$ cat config.mk
export PLATFORM = sky130hd
export DESIGN_NAME = midi_mono_last_note_priority_flat
export DESIGN_NICKNAME = d
export VERILOG_FILES = /design/src/sv/mlnp_pkg.sv /design/src/sv/mlnp_msg_if.sv /design/src/sv/mlnp_evt_if.sv /design/src/sv/mlnp_ctrl.sv /design/src/sv/mlnp_dp.sv /design/src/sv/midi_mono_last_note_priority.sv /design/src/flat_wrapper.sv
export SDC_FILE = /design/constraint.sdc
export NUM_CORES = 1
export LEC_CHECK = 0
export BUFFER_PORTS_ARGS = -buffer_cell sky130_fd_sc_hd__buf_2
export CAP_MARGIN = 40
export CORE_MARGIN = 10
export CORE_UTILIZATION = 25
export DETAILED_ROUTE_END_ITERATION = 12
export GPL_ROUTABILITY_DRIVEN = 1
export SLEW_MARGIN = 0
export SYNTH_ARGS = -nofsm -noshare
export SYNTH_HDL_FRONTEND = slang
export SYNTH_HIERARCHICAL = 1
export SYNTH_SLANG_ARGS = --single-unit
$ cat constraint.sdc
create_clock -name i_clk -period 6.2 [get_ports i_clk]
set_input_delay 0 -clock i_clk [delete_from_list [all_inputs] [get_ports i_clk]]
set_output_delay 0 -clock i_clk [all_outputs]
set_load 0.03 [all_outputs]
$ cat src/sv/mlnp_pkg.sv
// ----------------------------------------------------------------------------
// mlnp_pkg
// Shared types and constants of the monophonic last-note-priority handler.
// ----------------------------------------------------------------------------
package mlnp_pkg;

    localparam int STACK_DEPTH = 16;
    localparam int IDX_W       = $clog2(STACK_DEPTH);

    // Upper nibble of the MIDI status byte
    localparam logic [3:0] MSG_NOTE_OFF = 4'h8;
    localparam logic [3:0] MSG_NOTE_ON  = 4'h9;
    localparam logic [3:0] MSG_CONTROL  = 4'hB;
    localparam logic [3:0] MSG_BEND     = 4'hE;

    localparam logic [6:0] CC_SUSTAIN     = 7'h40;
    localparam logic [6:0] CC_CHANNEL_MIN = 7'h78;

    typedef enum logic [2:0] {
        ACT_NONE    = 3'd0,
        ACT_START   = 3'd1,
        ACT_RESTART = 3'd2,
        ACT_STOP    = 3'd3,
        ACT_RESET   = 3'd4
    } t_action;

    typedef enum logic [2:0] {
        ST_IDLE,
        ST_DISPATCH,
        ST_SCAN,
        ST_PUSH,
        ST_FINISH
    } t_state;

    typedef struct packed {
        logic load;
        logic scan;
        logic push;
        logic finish;
    } t_cmd;

    typedef struct packed {
        logic needs_scan;
        logic note_on;
        logic scan_last;
        logic out_free;
    } t_stat;

endpackage

$ cat src/sv/mlnp_msg_if.sv
// ----------------------------------------------------------------------------
// mlnp_msg_if
// Input channel: one three-byte MIDI channel message per beat.
// ----------------------------------------------------------------------------
interface mlnp_msg_if;
    logic       valid;
    logic       ready;
    logic [7:0] status_byte;
    logic [6:0] first_data;
    logic [6:0] second_data;

    modport source (output valid, output status_byte, output first_data,
                    output second_data, input ready);
    modport sink   (input valid, input status_byte, input first_data,
                    input second_data, output ready);
endinterface

$ cat src/sv/mlnp_evt_if.sv
// ----------------------------------------------------------------------------
// mlnp_evt_if
// Output channel: one voice event per beat.
// ----------------------------------------------------------------------------
interface mlnp_evt_if;
    logic               valid;
    logic               ready;
    logic [2:0]         voice_action;
    logic [6:0]         action_note;
    logic [6:0]         action_velocity;
    logic               bend_valid;
    logic signed [13:0] bend_amount;
    logic               sounding_valid;
    logic [6:0]         sounding_note;
    logic               sustain_held;

    modport source (output valid, output voice_action, output action_note,
                    output action_velocity, output bend_valid, output bend_amount,
                    output sounding_valid, output sounding_note,
                    output sustain_held, input ready);
    modport sink   (input valid, input voice_action, input action_note,
                    input action_velocity, input bend_valid, input bend_amount,
                    input sounding_valid, input sounding_note,
                    input sustain_held, output ready);
endinterface

$ cat src/sv/mlnp_ctrl.sv
// ----------------------------------------------------------------------------
// mlnp_ctrl
// Sequencer: accepts a message, steps the stack scan and push, then hands the
// event to the output register.
// ----------------------------------------------------------------------------
module mlnp_ctrl
    import mlnp_pkg::*;
(
    input  logic  i_clk,
    input  logic  i_rst_n,
    input  logic  i_in_valid,
    output logic  o_in_ready,
    input  t_stat i_stat,
    output t_cmd  o_cmd
);

    t_state r_state;
    t_state n_state;

    always_ff @(posedge i_clk) begin
        if (!i_rst_n) begin
            r_state <= ST_IDLE;
        end else begin
            r_state <= n_state;
        end
    end

    always_comb begin
        n_state    = r_state;
        o_in_ready = 1'b0;
        o_cmd      = '0;
        unique case (r_state)
            ST_IDLE: begin
                o_in_ready = 1'b1;
                if (i_in_valid) begin
                    o_cmd.load = 1'b1;
                    n_state    = ST_DISPATCH;
                end
            end
            ST_DISPATCH: begin
                n_state = i_stat.needs_scan ? ST_SCAN : ST_FINISH;
            end
            ST_SCAN: begin
                o_cmd.scan = 1'b1;
                if (i_stat.scan_last) begin
                    n_state = i_stat.note_on ? ST_PUSH : ST_FINISH;
                end
            end
            ST_PUSH: begin
                o_cmd.push = 1'b1;
                n_state    = ST_FINISH;
            end
            ST_FINISH: begin
                // Wait here until the previous event has left the output register.
                if (i_stat.out_free) begin
                    o_cmd.finish = 1'b1;
                    n_state      = ST_IDLE;
                end
            end
            default: begin
                n_state = ST_IDLE;
            end
        endcase
    end

endmodule

$ cat src/sv/mlnp_dp.sv
// ----------------------------------------------------------------------------
// mlnp_dp
// Datapath: message registers, note stack, sounding note, pedal and the
// output event register.
// ----------------------------------------------------------------------------
module mlnp_dp
    import mlnp_pkg::*;
(
    input  logic               i_clk,
    input  logic               i_rst_n,
    input  t_cmd               i_cmd,
    output t_stat              o_stat,
    input  logic [7:0]         i_status_byte,
    input  logic [6:0]         i_first_data,
    input  logic [6:0]         i_second_data,
    input  logic               i_out_ready,
    output logic               o_out_valid,
    output t_action            o_voice_action,
    output logic [6:0]         o_action_note,
    output logic [6:0]         o_action_velocity,
    output logic               o_bend_valid,
    output logic signed [13:0] o_bend_amount,
    output logic               o_sounding_valid,
    output logic [6:0]         o_sounding_note,
    output logic               o_sustain_held
);

    logic [3:0]       r_nib;
    logic [6:0]       r_d1;
    logic [6:0]       r_d2;
    logic [IDX_W-1:0] r_idx;
    logic [6:0]       r_note [STACK_DEPTH];
    logic             r_vld  [STACK_DEPTH];
    logic             r_act_vld;
    logic [6:0]       r_act_note;
    logic             r_pedal;

    logic             r_out_valid;
    t_action          r_out_action;
    logic [6:0]       r_out_note;
    logic [6:0]       r_out_vel;
    logic             r_out_bend_vld;
    logic [13:0]      r_out_bend;
    logic             r_out_snd_vld;
    logic [6:0]       r_out_snd_note;
    logic             r_out_sustain;

    logic             cur_vld;
    logic             hit;
    logic             at_last;

    logic             n_act_vld;
    logic [6:0]       n_act_note;
    logic             n_pedal;
    logic             clr;
    t_action          action;
    logic [6:0]       vel;
    logic             bend_vld;
    logic [13:0]      bend;
    logic             rel_hit;

    assign cur_vld = r_vld[r_idx];
    assign hit     = cur_vld && (r_note[r_idx] == r_d1);
    assign at_last = (r_idx == IDX_W'(STACK_DEPTH - 1));

    assign o_stat.needs_scan = (r_nib == MSG_NOTE_OFF) || (r_nib == MSG_NOTE_ON);
    assign o_stat.note_on    = (r_nib == MSG_NOTE_ON) && (r_d2 != 7'd0);
    // Valid entries are packed at the front, so the first empty entry ends the scan.
    assign o_stat.scan_last  = hit || at_last || !cur_vld;
    assign o_stat.out_free   = !r_out_valid || i_out_ready;

    assign rel_hit = r_act_vld && (r_act_note == r_d1);

    always_comb begin
        n_act_vld  = r_act_vld;
        n_act_note = r_act_note;
        n_pedal    = r_pedal;
        clr        = 1'b0;
        action     = ACT_NONE;
        vel        = 7'd0;
        bend_vld   = 1'b0;
        bend       = 14'd0;
        unique case (r_nib) inside
            MSG_NOTE_OFF, MSG_NOTE_ON: begin
                if (r_nib == MSG_NOTE_ON && r_d2 != 7'd0) begin
                    n_act_vld  = 1'b1;
                    n_act_note = r_d1;
                    action     = ACT_START;
                    vel        = r_d2;
                end else if (rel_hit) begin
                    // The stack has already lost this note; its new front takes over.
                    n_act_vld  = r_vld[0];
                    n_act_note = r_vld[0] ? r_note[0] : 7'd0;
                    if (r_vld[0]) begin
                        action = ACT_RESTART;
                    end else if (!r_pedal) begin
                        action = ACT_STOP;
                    end
                end
            end
            MSG_CONTROL: begin
                if (r_d1 == CC_SUSTAIN) begin
                    n_pedal = r_d2[6];
                    if (!r_d2[6] && !r_act_vld) begin
                        action = ACT_STOP;
                    end
                end else if (r_d1 >= CC_CHANNEL_MIN) begin
                    clr        = 1'b1;
                    n_act_vld  = 1'b0;
                    n_act_note = 7'd0;
                    n_pedal    = 1'b0;
                    action     = ACT_RESET;
                end
            end
            MSG_BEND: begin
                bend_vld = 1'b1;
                // Adding 8192 modulo 2^14 only flips the top bit.
                bend     = {~r_d2[6], r_d2[5:0], r_d1};
            end
            default: begin
                action = ACT_NONE;
            end
        endcase
    end

    always_ff @(posedge i_clk) begin
        if (!i_rst_n) begin
            for (int j = 0; j < STACK_DEPTH; j++) begin
                r_vld[j] <= 1'b0;
            end
            r_idx       <= '0;
            r_act_vld   <= 1'b0;
            r_act_note  <= 7'd0;
            r_pedal     <= 1'b0;
            r_out_valid <= 1'b0;
        end else begin
            if (i_cmd.load) begin
                r_nib <= i_status_byte[7:4];
                r_d1  <= i_first_data;
                r_d2  <= i_second_data;
                r_idx <= '0;
            end

            if (i_cmd.scan) begin
                if (hit) begin
                    // Close the gap: every entry from the match onwards moves forward.
                    for (int j = 0; j < STACK_DEPTH - 1; j++) begin
                        if (IDX_W'(j) >= r_idx) begin
                            r_note[j] <= r_note[j + 1];
                            r_vld[j]  <= r_vld[j + 1];
                        end
                    end
                    r_note[STACK_DEPTH - 1] <= 7'd0;
                    r_vld[STACK_DEPTH - 1]  <= 1'b0;
                end else begin
                    r_idx <= r_idx + 1'b1;
                end
            end

            if (i_cmd.push) begin
                for (int j = 1; j < STACK_DEPTH; j++) begin
                    r_note[j] <= r_note[j - 1];
                    r_vld[j]  <= r_vld[j - 1];
                end
                r_note[0] <= r_d1;
                r_vld[0]  <= 1'b1;
            end

            if (i_cmd.finish) begin
                r_act_vld  <= n_act_vld;
                r_act_note <= n_act_note;
                r_pedal    <= n_pedal;
                if (clr) begin
                    for (int j = 0; j < STACK_DEPTH; j++) begin
                        r_vld[j] <= 1'b0;
                    end
                end
                r_out_valid    <= 1'b1;
                r_out_action   <= action;
                r_out_note     <= (action == ACT_START || action == ACT_RESTART) ?
                                  n_act_note : 7'd0;
                r_out_vel      <= vel;
                r_out_bend_vld <= bend_vld;
                r_out_bend     <= bend;
                r_out_snd_vld  <= n_act_vld;
                r_out_snd_note <= n_act_vld ? n_act_note : 7'd0;
                r_out_sustain  <= n_pedal;
            end else if (i_out_ready) begin
                r_out_valid <= 1'b0;
            end
        end
    end

    assign o_out_valid       = r_out_valid;
    assign o_voice_action    = r_out_action;
    assign o_action_note     = r_out_note;
    assign o_action_velocity = r_out_vel;
    assign o_bend_valid      = r_out_bend_vld;
    assign o_bend_amount     = $signed(r_out_bend);
    assign o_sounding_valid  = r_out_snd_vld;
    assign o_sounding_note   = r_out_snd_note;
    assign o_sustain_held    = r_out_sustain;

endmodule

$ cat src/sv/midi_mono_last_note_priority.sv
// ----------------------------------------------------------------------------
// midi_mono_last_note_priority
// Monophonic MIDI note handler with last-note priority and sustain pedal.
// ----------------------------------------------------------------------------
// One event beat is produced for every message beat, in order. From its
// acceptance until the block is ready again, a message passes through the
// dispatch and finish states: note-on and note-off messages walk the held-note
// stack one entry per cycle until the note, the first empty entry or the last
// entry is found, and a note-on with nonzero velocity also pushes the note in front. All
// other messages need no walk. A finished event sits in an output register,
// so the next message is accepted while it waits; only a second finished
// event stalls until the first has been taken.
module midi_mono_last_note_priority
    import mlnp_pkg::*;
(
    input  logic       i_clk,
    input  logic       i_rst_n,
    mlnp_msg_if.sink   i_msg,
    mlnp_evt_if.source o_evt
);

    t_cmd    cmd;
    t_stat   stat;
    t_action action;

    mlnp_ctrl u_ctrl (
        .i_clk      (i_clk),
        .i_rst_n    (i_rst_n),
        .i_in_valid (i_msg.valid),
        .o_in_ready (i_msg.ready),
        .i_stat     (stat),
        .o_cmd      (cmd)
    );

    mlnp_dp u_dp (
        .i_clk             (i_clk),
        .i_rst_n           (i_rst_n),
        .i_cmd             (cmd),
        .o_stat            (stat),
        .i_status_byte     (i_msg.status_byte),
        .i_first_data      (i_msg.first_data),
        .i_second_data     (i_msg.second_data),
        .i_out_ready       (o_evt.ready),
        .o_out_valid       (o_evt.valid),
        .o_voice_action    (action),
        .o_action_note     (o_evt.action_note),
        .o_action_velocity (o_evt.action_velocity),
        .o_bend_valid      (o_evt.bend_valid),
        .o_bend_amount     (o_evt.bend_amount),
        .o_sounding_valid  (o_evt.sounding_valid),
        .o_sounding_note   (o_evt.sounding_note),
        .o_sustain_held    (o_evt.sustain_held)
    );

    assign o_evt.voice_action = action;

    // A start always leaves its own note sounding.
    a_start_sounds : assert property (@(posedge i_clk) disable iff (!i_rst_n)
        (o_evt.valid && action == ACT_START) |->
        (o_evt.sounding_valid && o_evt.sounding_note == o_evt.action_note))
        else $error("start event does not leave its note sounding");

    a_restart_sounds : assert property (@(posedge i_clk) disable iff (!i_rst_n)
        (o_evt.valid && action == ACT_RESTART) |->
        (o_evt.sounding_valid && o_evt.sounding_note == o_evt.action_note))
        else $error("restart event does not match the sounding note");

    // A channel reset leaves neither a note nor the pedal behind.
    a_reset_clears : assert property (@(posedge i_clk) disable iff (!i_rst_n)
        (o_evt.valid && action == ACT_RESET) |->
        (!o_evt.sounding_valid && !o_evt.sustain_held))
        else $error("reset event leaves state behind");

    a_bend_no_action : assert property (@(posedge i_clk) disable iff (!i_rst_n)
        (o_evt.valid && o_evt.bend_valid) |-> (action == ACT_NONE))
        else $error("pitch bend carries a voice action");

endmodule
$ cat src/flat_wrapper.sv
// flat-port wrapper written by rule: the top's interface ports become plain ports
module midi_mono_last_note_priority_flat import mlnp_pkg::*;
  (i_clk, i_rst_n, i_msg_valid, i_msg_status_byte, i_msg_first_data, i_msg_second_data, i_msg_ready, o_evt_valid, o_evt_voice_action, o_evt_action_note, o_evt_action_velocity, o_evt_bend_valid, o_evt_bend_amount, o_evt_sounding_valid, o_evt_sounding_note, o_evt_sustain_held, o_evt_ready);
  mlnp_msg_if i_msg_i ();
  mlnp_evt_if o_evt_i ();
  input  logic i_clk;
  input  logic i_rst_n;
  input wire logic [$bits(i_msg_i.valid)-1:0] i_msg_valid;
  input wire logic [$bits(i_msg_i.status_byte)-1:0] i_msg_status_byte;
  input wire logic [$bits(i_msg_i.first_data)-1:0] i_msg_first_data;
  input wire logic [$bits(i_msg_i.second_data)-1:0] i_msg_second_data;
  output wire logic [$bits(i_msg_i.ready)-1:0] i_msg_ready;
  output wire logic [$bits(o_evt_i.valid)-1:0] o_evt_valid;
  output wire logic [$bits(o_evt_i.voice_action)-1:0] o_evt_voice_action;
  output wire logic [$bits(o_evt_i.action_note)-1:0] o_evt_action_note;
  output wire logic [$bits(o_evt_i.action_velocity)-1:0] o_evt_action_velocity;
  output wire logic [$bits(o_evt_i.bend_valid)-1:0] o_evt_bend_valid;
  output wire logic [$bits(o_evt_i.bend_amount)-1:0] o_evt_bend_amount;
  output wire logic [$bits(o_evt_i.sounding_valid)-1:0] o_evt_sounding_valid;
  output wire logic [$bits(o_evt_i.sounding_note)-1:0] o_evt_sounding_note;
  output wire logic [$bits(o_evt_i.sustain_held)-1:0] o_evt_sustain_held;
  input wire logic [$bits(o_evt_i.ready)-1:0] o_evt_ready;
  assign i_msg_i.valid = i_msg_valid;
  assign i_msg_i.status_byte = i_msg_status_byte;
  assign i_msg_i.first_data = i_msg_first_data;
  assign i_msg_i.second_data = i_msg_second_data;
  assign i_msg_ready = i_msg_i.ready;
  assign o_evt_valid = o_evt_i.valid;
  assign o_evt_voice_action = o_evt_i.voice_action;
  assign o_evt_action_note = o_evt_i.action_note;
  assign o_evt_action_velocity = o_evt_i.action_velocity;
  assign o_evt_bend_valid = o_evt_i.bend_valid;
  assign o_evt_bend_amount = o_evt_i.bend_amount;
  assign o_evt_sounding_valid = o_evt_i.sounding_valid;
  assign o_evt_sounding_note = o_evt_i.sounding_note;
  assign o_evt_sustain_held = o_evt_i.sustain_held;
  assign o_evt_i.ready = o_evt_ready;
  midi_mono_last_note_priority u_core (.i_clk(i_clk), .i_rst_n(i_rst_n), .i_msg(i_msg_i), .o_evt(o_evt_i));
endmodule
==> summary.txt, run 1 <==
Total power -> 3020 uW
Final nets -> 1,040
Die width -> 224 um
IO buf count -> 64
IO Pins -> 69
Worst Path Required -> 6.65 ns
Sequential area share after synthesis -> 55.2%
Crit path cell chain -> buf_4 > mux2_2 > a2bb2oi_1 > a21oi_1 > nor2_1 > o31ai_1 > nand3_1 > nand3_1 > mux2_4 > o31ai_4 > dlygate4sd3_1 > a21oi_1 > dlygate4sd3_1
DR pass1 iterations -> 5
TritonCTS clock tree -> done
Reg-to-reg critical path startpoint -> u_core/u_dp/r_idx[2]$_SDFF_PN0_
Static leakage -> 0.00442 uW
Final setup vio count -> 0
Ratio of cells with drive above 1 in the final layout -> 20.9%
All-Layer GR Usage -> 10.5%
Switching Share -> 22.7%
Mapped Avg Cell Area -> 11.1 um2
Status -> completed
Clock skew -> 0.0130 ns
Final period utilization -> 88.9%
Worst skew pair latency -> 0.51 ns
Hold_sp -> i_msg_valid
Final Max Slew Viols -> 0
#FFs+latches synth -> 204
Vias post-DR -> 7,526
Clock Path Buffers -> 3
Total CTS buffers -> 23
Synth cell count leaders -> 265 x nand2_1, 164 x edfxtp_1, 49 x nor2_1, 42 x clkbuf_1, 41 x mux2_2
Final non-filler cell total -> 1,559
Fin crit period -> 5.51 ns
RSZ-0062 raised after global routing -> false
DRT iter0 DRCs -> 682
Area contributors post-synth -> edfxtp_1 47%, nand2_1 9.6%, dfxtp_1 7.7%
Reg2Reg Depth -> 13
PD cells -> 246 mW/mm2
Starting Density -> 25.3%
Hold Path Sink -> u_core/u_ctrl/r_state[0]$_SDFFE_PN0P_
Setup CP Type -> flip-flop to flip-flop
Global placer's final weighted congestion -> 0.798
Crit path max fanout -> 26
Switching Power -> 686 uW
Seq pwr share -> 50.7%
Post-Place Setup Slack -> 1.78 ns
Post-synth EDFFs -> 164
Chip height -> 224 um
Crit end category -> flip-flop
Yosys top cell by area -> edfxtp_1
Root Driver -> clkbuf_16
Syn_nets -> 966
Setup slack, reg-to-reg -> 0.69 ns
Vias per inst -> 4.83
Total die area -> 0.0500 mm2
Largest net degree at the start of global routing -> 81
Synth Cell Area -> 0.0104 mm2
Cell with the most instances after synthesis -> nand2_1
Cells after Synth -> 937
Ys flop type -> edfxtp_1
Hold_ws -> 0.0322 ns
Min-delay worst type -> input pin to flip-flop
Dpl hpwl -> 18,200 um
Yosys warning count -> 6
Synth top area share -> 47.5%
# resized after CTS -> 0
Antenna violations before repair -> 0
Antenna Cells -> 0
Final Hold Vio Count -> 0
Arr. time, crit path -> 5.96 ns
GR Overflow Total -> 0
Vias in the first global route -> 7,411
CP max stage cell -> nand3_1
Combinational power share -> 5.3%
Post-Route Setup TNS -> 0 ns
Final WL -> 27,100 um
Standard-cell rows -> 74
Max VDD drop -> 0.155 mV
DRC -> 0
Fmax -> 182 MHz
CTS Sinks -> 204
Avg WL per Cell -> 17.4 um
FF-to-FF End -> u_core/u_ctrl/r_state[2]$_SDFFE_PN0P_
Startpoint Class -> flip-flop
Asr flop ratio synth -> 0%
CP max stage delay -> 0.79 ns
Slew @ Worst Pin -> 0.911 ns
Antenna-violating nets left -> 0
H-tree lvl count -> 1
Core outline area -> 0.0409 mm2
Slew margin rel. -> 39.2%
DP Cell Count -> 1,496
Unique masters post-synth -> 68
P_int -> 2340 uW
Area Growth Syn to Fin -> 18.5%
Clock power share -> 44.0%
Worst-path clk slew -> 0.07 ns
Max-cap viol count -> 0
Worst setup margin -> 0.691 ns
WHS Path Cells -> 4
First-pass GRT wire length -> 42,800 um
[worst max path at each step]
stage                                                     start                                    end  slack [ns]  cells past startpoint
after floorplan           u_core/u_ctrl/r_state[2]$_SDFFE_PN0P_     u_core/u_dp/r_vld[13]$_SDFFE_PP0P_        1.84                     12
after global placement          u_core/u_dp/r_idx[1]$_SDFF_PN0_     u_core/u_dp/r_note[5][5]$_DFFE_PP_        1.78                      9
after detailed placement        u_core/u_dp/r_idx[1]$_SDFF_PN0_  u_core/u_ctrl/r_state[1]$_SDFFE_PN0P_        1.78                     11
after CTS                       u_core/u_dp/r_idx[1]$_SDFF_PN0_  u_core/u_ctrl/r_state[2]$_SDFFE_PN0P_        0.71                     13
after global routing            u_core/u_dp/r_idx[2]$_SDFF_PN0_  u_core/u_ctrl/r_state[2]$_SDFFE_PN0P_        0.40                     13
final                           u_core/u_dp/r_idx[2]$_SDFF_PN0_  u_core/u_ctrl/r_state[2]$_SDFFE_PN0P_        0.69                     13
[cell usage in the layout, fill, tap and decap left out, types with 23 or more instances in the layout]
cell	instances
nand2_1	264
edfxtp_1	164
buf_2	65
nor2_1	47
mux2_2	41
dfxtp_1	38
nand3_1	29
and2_1	25
clkbuf_16	23
mux2i_1	23
[logic make-up after synthesis]
kind of cell,synth area share (%)
adders and majority gates,0.362
AOI/OAI and AO/OA,7.07
and+or+nand+nor,19.9
buffers and inverters,3.18
muxes,13.2
xor gates and xnor gates,1.10
DFF,55.2
[power by group through the flow]
stage | combinational (uW) | sequential (uW) | clock (uW)
floorplan | 90.9 | 1560 | 0
global placement | 143 | 1560 | 0
detailed placement | 149 | 1560 | 0
CTS | 161 | 1530 | 1360
global route | 176 | 1540 | 1410
finish | 160 | 1530 | 1330
[state kept, by name, summed over array words and instances, names as in the netlist]
name                           count
u_core/u_dp/r_vld                 16
u_core/u_dp/o_bend_valid           1
u_core/u_dp/o_voice_action         3
u_core/u_dp/r_idx                  4
u_core/u_dp/o_bend_amount         14
u_core/u_dp/r_act_note             7
u_core/u_dp/r_note               112
u_core/u_dp/r_pedal                1
u_core/u_ctrl/r_state              3
u_core/u_dp/o_action_note          7
u_core/u_dp/r_d2                   7
u_core/u_dp/o_sounding_valid       1
u_core/u_dp/o_sounding_note        7
u_core/u_dp/r_act_vld              1
u_core/u_dp/o_action_velocity      7
u_core/u_dp/r_nib                  4
u_core/u_dp/r_d1                   7
u_core/u_dp/o_sustain_held         1
u_core/u_dp/o_out_valid            1
[stage by stage]
step	util [%]	cell area [um2]
floorplan	-	10400
global placement	27.5	11300
detailed placement	27.7	11300
CTS	30.0	12300
global route	30.0	12300
finish	30.0	12300
[layout make-up]
class	instances	area [um2]
clock buffers	26	597
clock inverters	15	133
fillers	4190	28600
inverters	12	45.0
multi-input cells	659	4350
flip-flops and latches	204	5730
well taps	532	666
repair buffers	111	773
[critical path, delay by kind of cell, from the launching register on]
family                 cells  cell delay (ns)
and+or+nand+nor            3             1.36
AOI/OAI and AO/OA          5             1.19
DFF                        1             0.75
muxes                      2             0.61
buffers and inverters      3             1.53
[timing repair]
action / in CTS / in global routing
buffers inserted: 0 / 0
hold endpoints to repair: 24 / 0
hold buffers: 22 / 0
[layer usage]
metal / wire, um / vias to the layer above / GRT usage, %
met4: 523 / 0 / 3.16
met1: 12000 / 3749 / 14.3
met3: 1600 / 30 / 1.85
met5: 0 / - / 0
li1: - / 3544 / -
met2: 12900 / 203 / 16.7
Note: power is estimated with default switching activity, not from simulation.
==> run 2: changes to the inputs <==
clock period = 5.5 ns   (was 6.2 ns; I/O delays follow)
==> run 2 against run 1 <==
  * Sequential power is 13% higher
  * Combinational power is 13% higher
  * First-iteration DRC count is 5.7% higher
  * Critical path depth is 1 higher
  * Register-to-register slack hardly changed
  * Sequential cell count stayed put
  * Cell count is 0.38% higher
  * Non-clock buffer count is 5 higher
  * Fmax is 14% higher
  * Core utilization hardly changed
  * Die area stayed put
  * Critical path type unchanged
==> summary.txt, run 2 (synthesis gave the netlist of run 1 again) <==
Reg2Reg Depth -> 14
Final Max Slew Viols -> 0
# resized after CTS -> 0
Clock skew -> 0.0183 ns
Critical Path Stages -> 14
Fill cells -> 4,177
Standard-cell rows -> 74
Setup CP Type -> flip-flop to flip-flop
Area Growth Syn to Fin -> 18.5%
Final period utilization -> 87.6%
Multi-input logic area -> 0.00435 mm2
Core outline area -> 0.0409 mm2
RSZ-0062 raised after global routing -> false
Antenna Cells -> 0
First-pass GRT wire length -> 43,300 um
IO Pins -> 69
Post-Route Setup TNS -> 0 ns
Global placer's final weighted congestion -> 0.817
Antenna violations before repair -> 0
Top reg by flops -> u_core/u_dp/r_note
Avg WL per Cell -> 17.5 um
Starting Density -> 25.3%
Die width -> 224 um
Most frequent cells in the layout -> 264 x nand2_1, 164 x edfxtp_1, 64 x buf_2
Clock Path Buffers -> 3
Chip height -> 224 um
Hold_ws -> 0.0435 ns
Dpl hpwl -> 18,400 um
Final Hold Vio Count -> 0
Vias in the first global route -> 7,534
DRC -> 0
Total CTS buffers -> 23
CTS Sinks -> 204
Vias per inst -> 4.84
Crit path to -> u_core/u_ctrl/r_state[2]$_SDFFE_PN0P_
Final setup vio count -> 0
Final WL -> 27,500 um
Crit path max fanout -> 23
Reg area -> 0.00573 mm2
Most common cell after layout, fill and taps aside -> nand2_1
Worst setup margin -> 0.683 ns
Min-delay worst type -> input pin to flip-flop
Reg-to-reg critical path startpoint -> u_core/u_dp/r_idx[1]$_SDFF_PN0_
Static leakage -> 0.00443 uW
IO buf count -> 64
H-tree lvl count -> 1
Root Driver -> clkbuf_16
Critical path startpoint -> u_core/u_dp/r_idx[1]$_SDFF_PN0_
Ratio of cells with drive above 1 in the final layout -> 20.7%
Startpoint Class -> flip-flop
Final nets -> 1,045
Max-cap viol count -> 0
Largest net degree at the start of global routing -> 71
All-Layer GR Usage -> 10.6%
Setup slack, reg-to-reg -> 0.68 ns
CP max stage delay -> 0.72 ns
Crit path max-delay family -> buffers and inverters
Fin crit period -> 4.82 ns
FF-to-FF End -> u_core/u_ctrl/r_state[2]$_SDFFE_PN0P_
TritonCTS clock tree -> done
GR Overflow Total -> 0
Worst skew pair latency -> 0.52 ns
Slew @ Worst Pin -> 0.883 ns
DR pass1 iterations -> 5
Post-Place Setup Slack -> 1.07 ns
Worst-path clk slew -> 0.07 ns
Total die area -> 0.0500 mm2
Max FFs per register -> 112
Status -> completed
Crit end category -> flip-flop
Antenna-violating nets left -> 0
Total power -> 3410 uW
PD cells -> 277 mW/mm2
Slew margin rel. -> 41.0%
Fmax -> 208 MHz
Vias post-DR -> 7,581
Buf/Inv on CP -> 4
Worst Path Required -> 5.95 ns
Crit path cell chain -> buf_4 > mux4_2 > mux2i_1 > xor2_1 > o211ai_1 > a211oi_2 > nand3_1 > buf_4 > nand3_1 > mux2_4 > o31ai_4 > dlygate4sd3_1 > a21oi_1 > dlygate4sd3_1
Arr. time, crit path -> 5.27 ns
Max VDD drop -> 0.191 mV
CP max stage cell -> dfxtp_2
DRT iter0 DRCs -> 721
-- run 2: metrics by stage --
stage / util [%] / cell area (um2) / std cells
2_1_floorplan: - / 10400 / 937
3_3_place_gp: 27.7 / 11300 / 1500
3_5_place_dp: 27.7 / 11300 / 1501
4_1_cts: 30.0 / 12300 / 1565
5_1_grt: 30.0 / 12300 / 1565
6_report: 30.0 / 12300 / 1565
-- run 2: tightest hold or removal path, cell delays in order --
cell and delay (ns):
buf_2 0.12, mux2i_1 0.15, a21oi_2 0.08, nor4b_2 0.15
-- run 2: layout make-up --
type                            count  share of cell area [%]
Clock inverter                     14                    1.01
Sequential cell                   204                    46.6
Inverter                           12                   0.366
Tap cell                          532                    5.42
Multi-Input combinational cell    659                    35.4
Timing Repair Buffer              116                    6.29
Clock buffer                       28                    4.92
-- run 2: worst min-delay path by stage --
stage                                                  to  cells past startpoint  slack, ns                 from
detailed placement          u_core/u_dp/r_d1[4]$_DFFE_PP_                      1       0.18  i_msg_first_data[4]
global placement            u_core/u_dp/r_d1[0]$_DFFE_PP_                      1       0.18  i_msg_first_data[0]
CTS                 u_core/u_ctrl/r_state[0]$_SDFFE_PN0P_                      4       0.03          i_msg_valid
global route        u_core/u_ctrl/r_state[0]$_SDFFE_PN0P_                      4       0.07          i_msg_valid
finish              u_core/u_ctrl/r_state[0]$_SDFFE_PN0P_                      4       0.04          i_msg_valid
floorplan                   u_core/u_dp/r_d1[0]$_DFFE_PP_                      0        0.1  i_msg_first_data[0]
-- run 2: power by group --
group / total (uW) / switching (uW) / internal [uW]
Combinational: 181 / 111 / 69.9
Sequential: 1730 / 38.1 / 1690
Clock: 1500 / 620 / 876
-- run 2: what timing repair did --
item / CTS / global route
hold endpoints to repair: 24 / 0
setup buffers: 0 / 0
hold buffers: 22 / 0
-- run 2: layer usage --
layer  track usage, %  wire (um)  vias up
met3             1.80       1590       38
li1                 -          -     3558
met1             14.0      12100     3771
met2             17.7      13300      214
met5                0          0        -
met4             2.86        504        0
